[src/rtl/core/keuf_pkg.sv]
// Shared constants, item codes and controller/datapath interface types.
package keuf_pkg;

   localparam int NODE_W        = 7;
   localparam int WEIGHT_W      = 32;
   localparam int COST_W        = 40;
   localparam int RANK_W        = 3;
   localparam int MAX_NODES_DEF = 128;

   localparam logic [RANK_W-1:0] RANK_MAX = 3'd7;

   localparam logic ACTION_CLEAR = 1'b0;
   localparam logic ACTION_EDGE  = 1'b1;

   typedef struct packed {
      logic load_req;
      logic side_to_b;
      logic sweep_wr;
      logic walk_start;
      logic walk_step;
      logic root_capture;
      logic comp_wr;
      logic link_wr;
      logic bump_wr;
      logic cost_clear;
      logic cost_add;
      logic rsp_load;
   } dp_cmd_type;

   typedef struct packed {
      logic in_range;
      logic is_root;
      logic at_root;
      logic next_is_root;
      logic roots_differ;
      logic rank_tie;
      logic sweep_last;
      logic side_b;
   } dp_sts_type;

endpackage

[src/rtl/core/keuf_datapath.sv]
// Datapath: node memory, walk registers, running total and result register.
module keuf_datapath #(
   parameter int MAX_NODES = keuf_pkg::MAX_NODES_DEF
) (
   input  logic                             clock,
   input  logic                             reset,
   input  logic [keuf_pkg::NODE_W-1:0]      req_node_a,
   input  logic [keuf_pkg::NODE_W-1:0]      req_node_b,
   input  logic [keuf_pkg::WEIGHT_W-1:0]    req_weight,
   input  keuf_pkg::dp_cmd_type             cmd,
   output keuf_pkg::dp_sts_type             sts,
   output logic                             rsp_accepted,
   output logic [keuf_pkg::COST_W-1:0]      rsp_total_cost
);
   import keuf_pkg::*;

   localparam int IDX_W = $clog2(MAX_NODES);
   localparam int ENT_W = RANK_W + IDX_W;
   localparam logic [IDX_W-1:0] LAST_IDX = IDX_W'(MAX_NODES - 1);

   // Each entry holds {rank, parent}.
   logic [ENT_W-1:0] node_mem [MAX_NODES];

   logic [NODE_W-1:0]   node_a_ff, node_b_ff;
   logic [WEIGHT_W-1:0] weight_ff;
   logic                side_b_ff, side_b_in;
   logic [IDX_W-1:0]    cur_ff, cur_in;
   logic [IDX_W-1:0]    root_a_ff, root_b_ff;
   logic [RANK_W-1:0]   rank_a_ff, rank_b_ff;
   logic [ENT_W-1:0]    rd_data_ff;
   logic [IDX_W-1:0]    sweep_ff, sweep_in;
   logic [COST_W-1:0]   cost_ff, cost_in;
   logic                acc_ff, acc_in;
   logic                rsp_accepted_ff;
   logic [COST_W-1:0]   rsp_total_ff;

   logic [NODE_W-1:0]   side_node;
   logic [IDX_W-1:0]    side_idx;
   logic [IDX_W-1:0]    rd_parent;
   logic [RANK_W-1:0]   rd_rank;
   logic [IDX_W-1:0]    root_side;
   logic [RANK_W-1:0]   rank_bump;
   logic [COST_W:0]     cost_sum;
   logic                rd_en;
   logic [IDX_W-1:0]    rd_addr;
   logic                wr_en;
   logic [IDX_W-1:0]    wr_addr;
   logic [ENT_W-1:0]    wr_data;

   assign side_node = side_b_ff ? node_b_ff : node_a_ff;
   assign side_idx  = IDX_W'(side_node);
   assign rd_parent = rd_data_ff[IDX_W-1:0];
   assign rd_rank   = rd_data_ff[ENT_W-1:IDX_W];
   assign root_side = side_b_ff ? root_b_ff : root_a_ff;
   assign rank_bump = (rank_b_ff == RANK_MAX) ? RANK_MAX : rank_b_ff + RANK_W'(1);
   assign cost_sum  = {1'b0, cost_ff} + (COST_W + 1)'(weight_ff);

   always_comb begin
      rd_en   = cmd.walk_start | cmd.walk_step;
      rd_addr = cmd.walk_start ? side_idx : rd_parent;
   end

   always_comb begin
      wr_en   = 1'b0;
      wr_addr = cur_ff;
      wr_data = {rd_rank, root_side};
      if (cmd.sweep_wr) begin
         wr_en   = 1'b1;
         wr_addr = sweep_ff;
         wr_data = {RANK_W'(0), sweep_ff};
      end else if (cmd.comp_wr) begin
         wr_en   = 1'b1;
      end else if (cmd.link_wr) begin
         wr_en = 1'b1;
         // The root of lower rank goes under the other; on a tie a goes under b.
         if (rank_a_ff > rank_b_ff) begin
            wr_addr = root_b_ff;
            wr_data = {rank_b_ff, root_a_ff};
         end else begin
            wr_addr = root_a_ff;
            wr_data = {rank_a_ff, root_b_ff};
         end
      end else if (cmd.bump_wr) begin
         wr_en   = 1'b1;
         wr_addr = root_b_ff;
         wr_data = {rank_bump, root_b_ff};
      end
   end

   always_ff @(posedge clock) begin
      if (wr_en) begin
         node_mem[wr_addr] <= wr_data;
      end
      if (rd_en) begin
         rd_data_ff <= node_mem[rd_addr];
      end
   end

   always_comb begin
      side_b_in = side_b_ff;
      if (cmd.load_req) begin
         side_b_in = 1'b0;
      end else if (cmd.side_to_b) begin
         side_b_in = 1'b1;
      end
      cur_in = cur_ff;
      if (cmd.walk_start) begin
         cur_in = side_idx;
      end else if (cmd.walk_step) begin
         cur_in = rd_parent;
      end
      sweep_in = sweep_ff;
      if (cmd.sweep_wr) begin
         sweep_in = (sweep_ff == LAST_IDX) ? '0 : sweep_ff + IDX_W'(1);
      end
      cost_in = cost_ff;
      if (cmd.cost_clear) begin
         cost_in = '0;
      end else if (cmd.cost_add) begin
         cost_in = cost_sum[COST_W] ? '1 : cost_sum[COST_W-1:0];
      end
      acc_in = acc_ff;
      if (cmd.load_req) begin
         acc_in = 1'b0;
      end else if (cmd.cost_add) begin
         acc_in = 1'b1;
      end
   end

   always_ff @(posedge clock) begin
      if (reset) begin
         side_b_ff <= 1'b0;
         cur_ff    <= '0;
         sweep_ff  <= '0;
         acc_ff    <= 1'b0;
      end else begin
         side_b_ff <= side_b_in;
         cur_ff    <= cur_in;
         sweep_ff  <= sweep_in;
         acc_ff    <= acc_in;
      end
   end

   always_ff @(posedge clock) begin
      cost_ff <= cost_in;
      if (cmd.load_req) begin
         node_a_ff <= req_node_a;
         node_b_ff <= req_node_b;
         weight_ff <= req_weight;
      end
      if (cmd.root_capture) begin
         if (side_b_ff) begin
            root_b_ff <= cur_ff;
            rank_b_ff <= rd_rank;
         end else begin
            root_a_ff <= cur_ff;
            rank_a_ff <= rd_rank;
         end
      end
      if (cmd.rsp_load) begin
         rsp_accepted_ff <= acc_ff;
         rsp_total_ff    <= cost_ff;
      end
   end

   always_comb begin
      sts.in_range     = (int'(node_a_ff) < MAX_NODES) && (int'(node_b_ff) < MAX_NODES);
      sts.is_root      = (rd_parent == cur_ff);
      sts.at_root      = (cur_ff == root_side);
      sts.next_is_root = (rd_parent == root_side);
      sts.roots_differ = (root_a_ff != root_b_ff);
      sts.rank_tie     = (rank_a_ff == rank_b_ff);
      sts.sweep_last   = (sweep_ff == LAST_IDX);
      sts.side_b       = side_b_ff;
   end

   assign rsp_accepted   = rsp_accepted_ff;
   assign rsp_total_cost = rsp_total_ff;

endmodule

[src/rtl/core/keuf_ctrl.sv]
// Controller: sequences table clears, root walks, path compression and linking.
module keuf_ctrl (
   input  logic                 clock,
   input  logic                 reset,
   input  logic                 req_valid,
   input  logic                 req_action,
   output logic                 req_stall,
   output logic                 rsp_valid,
   input  logic                 rsp_stall,
   input  keuf_pkg::dp_sts_type sts,
   output keuf_pkg::dp_cmd_type cmd
);
   import keuf_pkg::*;

   localparam logic [3:0] ST_INIT   = 4'd0;
   localparam logic [3:0] ST_IDLE   = 4'd1;
   localparam logic [3:0] ST_CLEAR  = 4'd2;
   localparam logic [3:0] ST_START  = 4'd3;
   localparam logic [3:0] ST_FIND   = 4'd4;
   localparam logic [3:0] ST_COMP   = 4'd5;
   localparam logic [3:0] ST_LINK   = 4'd6;
   localparam logic [3:0] ST_BUMP   = 4'd7;
   localparam logic [3:0] ST_FINISH = 4'd8;

   logic [3:0] state_ff, state_in;
   logic       rsp_valid_ff, rsp_valid_in;
   logic       rsp_free;

   assign rsp_free  = !rsp_valid_ff || !rsp_stall;
   assign req_stall = (state_ff != ST_IDLE);
   assign rsp_valid = rsp_valid_ff;

   always_comb begin
      state_in = state_ff;
      cmd      = '0;
      case (state_ff)
         ST_INIT: begin
            cmd.sweep_wr   = 1'b1;
            cmd.cost_clear = 1'b1;
            if (sts.sweep_last) begin
               state_in = ST_IDLE;
            end
         end
         ST_IDLE: begin
            if (req_valid) begin
               cmd.load_req = 1'b1;
               state_in = (req_action == ACTION_CLEAR) ? ST_CLEAR : ST_START;
            end
         end
         ST_CLEAR: begin
            cmd.sweep_wr   = 1'b1;
            cmd.cost_clear = 1'b1;
            if (sts.sweep_last) begin
               state_in = ST_FINISH;
            end
         end
         ST_START: begin
            if (!sts.in_range) begin
               state_in = ST_FINISH;
            end else begin
               cmd.walk_start = 1'b1;
               state_in = ST_FIND;
            end
         end
         ST_FIND: begin
            if (sts.is_root) begin
               // Root known: restart from the endpoint to compress its path.
               cmd.root_capture = 1'b1;
               cmd.walk_start   = 1'b1;
               state_in = ST_COMP;
            end else begin
               cmd.walk_step = 1'b1;
            end
         end
         ST_COMP: begin
            if (sts.at_root || sts.next_is_root) begin
               cmd.comp_wr = !sts.at_root;
               if (sts.side_b) begin
                  state_in = ST_LINK;
               end else begin
                  cmd.side_to_b = 1'b1;
                  state_in = ST_START;
               end
            end else begin
               cmd.comp_wr   = 1'b1;
               cmd.walk_step = 1'b1;
            end
         end
         ST_LINK: begin
            if (sts.roots_differ) begin
               cmd.link_wr  = 1'b1;
               cmd.cost_add = 1'b1;
               state_in = sts.rank_tie ? ST_BUMP : ST_FINISH;
            end else begin
               state_in = ST_FINISH;
            end
         end
         ST_BUMP: begin
            cmd.bump_wr = 1'b1;
            state_in = ST_FINISH;
         end
         ST_FINISH: begin
            if (rsp_free) begin
               cmd.rsp_load = 1'b1;
               state_in = ST_IDLE;
            end
         end
         default: begin
            state_in = ST_INIT;
         end
      endcase
   end

   assign rsp_valid_in = cmd.rsp_load ? 1'b1 : (rsp_valid_ff && rsp_stall);

   always_ff @(posedge clock) begin
      if (reset) begin
         state_ff     <= ST_INIT;
         rsp_valid_ff <= 1'b0;
      end else begin
         state_ff     <= state_in;
         rsp_valid_ff <= rsp_valid_in;
      end
   end

endmodule

[src/rtl/core/kruskal_edge_union_find.sv]
// Top level of the Kruskal edge acceptance stage over a union-find forest.
// Items enter on the req_ channel: req_action clears all sets and the total,
// or offers the edge req_node_a to req_node_b with length req_weight (Q16.16).
// Edges are expected in ascending weight order. Each item gives one result on
// the rsp_ channel: rsp_accepted and the saturating running total (Q24.16).
// One item is worked on at a time; req_stall is low only while idle.
// For an edge, each endpoint is walked up to the root of its tree and its path
// then compressed; each step of a root walk or compression pass is one read of
// the node memory. A tie in rank adds the rank update. An endpoint at or beyond
// MAX_NODES gives a result without a walk.
// A clear rewrites the node memory one entry a cycle.
// After reset the same pass runs with req_stall high.
// The result sits in an output register; while rsp_stall is high it holds,
// and the next item may still be accepted and worked on meanwhile.
module kruskal_edge_union_find #(
   parameter int MAX_NODES = keuf_pkg::MAX_NODES_DEF
) (
   input  logic                          clock,
   input  logic                          reset,
   input  logic                          req_valid,
   output logic                          req_stall,
   input  logic                          req_action,
   input  logic [keuf_pkg::NODE_W-1:0]   req_node_a,
   input  logic [keuf_pkg::NODE_W-1:0]   req_node_b,
   input  logic [keuf_pkg::WEIGHT_W-1:0] req_weight,
   output logic                          rsp_valid,
   input  logic                          rsp_stall,
   output logic                          rsp_accepted,
   output logic [keuf_pkg::COST_W-1:0]   rsp_total_cost
);
   import keuf_pkg::*;

   dp_cmd_type cmd;
   dp_sts_type sts;

   keuf_ctrl u_ctrl (
      .clock      (clock),
      .reset      (reset),
      .req_valid  (req_valid),
      .req_action (req_action),
      .req_stall  (req_stall),
      .rsp_valid  (rsp_valid),
      .rsp_stall  (rsp_stall),
      .sts        (sts),
      .cmd        (cmd)
   );

   keuf_datapath #(
      .MAX_NODES (MAX_NODES)
   ) u_datapath (
      .clock          (clock),
      .reset          (reset),
      .req_node_a     (req_node_a),
      .req_node_b     (req_node_b),
      .req_weight     (req_weight),
      .cmd            (cmd),
      .sts            (sts),
      .rsp_accepted   (rsp_accepted),
      .rsp_total_cost (rsp_total_cost)
   );

endmodule

[config.mk]
export PLATFORM = sky130hd
export DESIGN_NAME = kruskal_edge_union_find
export DESIGN_NICKNAME = d
export VERILOG_FILES = /design/src/rtl/core/keuf_pkg.sv /design/src/rtl/core/keuf_datapath.sv /design/src/rtl/core/keuf_ctrl.sv /design/src/rtl/core/kruskal_edge_union_find.sv
export SDC_FILE = /design/constraint.sdc
export NUM_CORES = 2
export LEC_CHECK = 0
export ABC_AREA = 1
export BUFFER_PORTS_ARGS = -buffer_cell sky130_fd_sc_hd__clkbuf_2
export CAP_MARGIN = 20
export CORE_ASPECT_RATIO = 0.9
export CORE_MARGIN = 4
export CORE_UTILIZATION = 35
export DETAILED_ROUTE_END_ITERATION = 16
export PLACE_DENSITY = 0.49
export SKIP_LAST_GASP = 1
export SLEW_MARGIN = 20
export SYNTH_ARGS = -nofsm -noshare
export SYNTH_HDL_FRONTEND = slang
export SYNTH_HIERARCHICAL = 1
export SYNTH_SLANG_ARGS = --single-unit
export TNS_END_PERCENT = 100
[constraint.sdc]
create_clock -name clock -period 10.02 [get_ports clock]
set_input_delay 2.004 -clock clock [delete_from_list [all_inputs] [get_ports clock]]
set_output_delay 2.004 -clock clock [all_outputs]
set_load 0.03 [all_outputs]
==> metrics.yaml <==
synth_xor_area_share_pct: 0.780
gp_congestion: 0.899
final_area_sq_um: 73900
clk_latency_ns: 0.80
yosysSeqAreaShare_pct: 65.1
num_vias: 45700
p_leak_uw: 0.0299
ant_nets: 0
yosys.area_share.simple_pct: 22.4
critPathCaptureType: "flop"
hold_violations: 0
syn_inst: 6533
final_net_count: 6590
cp_common_cell: "nor2_1"
finalSetupTns_ns: 0
min_delay_path_depth: 0
routed_wl_um: 202000
fin_skew_ns: 0.0257
grt_start_max_net_pins: 181
postPlaceCellArea_sq_um: 69000
total_power_uw: 20900
overflow: 0
post-route-min-period_ns: 6.18
start_util_pct: 35.2
slew_viol_final: 0
required_ns: 10.43
cp-start-kind: "flop"
synth_top_family_by_area: "simple AND/OR/NAND/NOR gates"
critPathKind: "flop to flop"
drt_pass1_iterations: 5
synth_cell_types: 51
arrival_ns: 6.59
tritoncts: "done"
synth.ff_latch_count: 1458
yosysWarnings: 6
synth_edf_count: 1397
synthFlopType: "edfxtp_1"
path_depth: 14
fillers: 18500
tightest_slew_ns: 1.24
critical-path-top-delay-family: "simple AND/OR/NAND/NOR gates"
clock-sinks: 1458
drc: 0
fmax_mhz: 162
period_share_pct: 61.7
htree_levels: 4
grt_usage_pct: 20.3
finalSetupViolCount: 0
synth_top_area_cell: "edfxtp_1"
die_h_um: 421
avgSynthCellArea_sq_um: 10.1
grt_pass1_vias: 43400
cts-resized-gates: 0
post_cts_buffers: 0
core_sq_um: 188000
max_stage_delay_ns: 0.90
syn_area_sq_um: 66300
yosysTopAreaCellShare_pct: 63.3
setup_ws_ns: 3.84
rsz0062_at_grt: "false"
drt_iter0_markers: 4391
grt_pass1_wl_um: 299000
portBuffers: 93
min_path_type: "flop to flop"
crit_path_top_delay_cell: "nor2_1"
syn_to_final_growth_pct: 11.5
drive_gt1_share_pct: 6.94
path_buf_inv: 2
critPathMaxFanout: 20
dieArea_sq_um: 196000
clk_pin_slew_worst_paths_ns: 0.06
dp_slack_ns: 3.96
drt-wirelength-per-cell_um: 22.1
cts_buffers: 159
clockBufferDepth: 3
slew_headroom_pct: 17.6
cp_cell_sequence: "inv_2 > nand2_1 > nand2_1 > xor2_1 > nor2_1 > nand3_1 > nor4_1 > nor2_1 > a21oi_2 > o31ai_1 > a21oi_4 > nand4_1 > buf_4 > nor2_1"
antenna_found_initial: 6
r2r_cells: 14
detail_route.vias_per_cell: 4.99
synth_area_leaders: "edfxtp_1 (63%), nand3_1 (10%), nand2_1 (7.9%)"
hpwl_um: 116000
power_density_nw_per_um2: 283
synth_mux_area_share_pct: 0
root_buffer: "clkbuf_16"
synth-adder-area-share_pct: 0.729
rows: 151
synth-compound-area-share_pct: 2.03
synth_common_cells: "nand2_1 (1401), edfxtp_1 (1397), nand3_1 (1344), inv_1 (1121), nor2_1 (267)"
hold_ws_ns: 0.433
reg2reg_slack_ns: 3.84
maxCapViolations: 0
status: "finished clean"
async_flop_share_pct: 0
synthesis.nets: 6622
vdd_drop_max_uv: 236
cts_hold_buf: 0
synth_most_common_cell: "nand2_1"
pin_count: 94
die_w_um: 467
[area by class of cell]
type	count	area, sq um	share of cell area (%)
repair buffers	151	1000	1.35
multi-input cells	3597	17500	23.6
clock inverters	72	523	0.708
clock buffers	214	4330	5.86
well taps	2524	3160	4.27
flip-flops and latches	1458	43200	58.4
inverters	1134	4260	5.77
diodes	3	7.51	0.0102
[where the power goes]
group          internal [uW]  total, uW  leakage, uW  switching [uW]
clock                   3120       5580      0.00237            2460
sequential              8010       8140       0.0133             123
combinational           1450       7230       0.0143            5780
total                  12600      20900       0.0299            8360
[cell families (layout without fill, tap and decap cells)]
kind of cell               Yosys count  in the layout
and+or+nand+nor                   3259           3259
buffers and inverters             1478           1571
DFF                               1458           1458
AOI/OAI and AO/OA                  240            240
xor gates and xnor gates            59             59
adders and majority gates           38             38
other                                1              4
[routing by layer]
metal / GRT usage (%) / up-vias / wire length (um)
li1: - / 21600 / -
met5: 0 / - / 0
met1: 29.2 / 22400 / 92100
met2: 31.7 / 1409 / 92000
met3: 3.44 / 266 / 12900
met4: 5.58 / 0 / 5100
[layout by cell type (no fill, tap or decap), types with 36 or more instances in the layout]
cell / instances
xor2_1: 36
buf_4: 50
nand2_1: 1393
ha_1: 37
nor2_1: 237
edfxtp_1: 1397
inv_1: 1120
nand3b_1: 180
dfxtp_1: 61
nor2_2: 36
nand3_1: 1343
clkbuf_16: 164
clkbuf_2: 93
a21oi_1: 113
clkbuf_1: 46
o21ai_0: 82
[stage by stage]
stage / utilization (%) / instances
floorplan: - / 6533
global placement: 36.6 / 8862
detailed placement: 36.7 / 8863
CTS: 39.2 / 9149
global route: 39.3 / 9151
finish: 39.3 / 9153
[worst paths after layout]
path	start	to
worst max-delay path	u_datapath/side_b_ff$_SDFFE_PP0P_	u_datapath/node_mem[15][7]$_DFFE_PP_
worst min-delay path	u_datapath/cost_ff[39]$_SDFFE_PP0P_	u_datapath/rsp_total_cost[39]$_DFFE_PP_
worst max register to register	u_datapath/side_b_ff$_SDFFE_PP0P_	u_datapath/node_mem[15][7]$_DFFE_PP_
worst min register to register	u_datapath/cost_ff[39]$_SDFFE_PP0P_	u_datapath/rsp_total_cost[39]$_DFFE_PP_
[state kept, by name, summed over array words and instances, names as in the netlist, 3 cells and up]
register / cells
u_datapath/node_b_ff: 7
u_datapath/rd_data_ff: 10
u_datapath/weight_ff: 32
u_ctrl/state_ff: 4
u_datapath/rank_a_ff: 3
u_datapath/cost_ff: 40
u_datapath/root_b_ff: 7
u_datapath/sweep_ff: 7
u_datapath/node_mem: 1280
u_datapath/cur_ff: 7
u_datapath/root_a_ff: 7
u_datapath/rank_b_ff: 3
u_datapath/rsp_total_cost: 40
u_datapath/node_a_ff: 7
No activity file was read; power rests on OpenSTA's default activity.
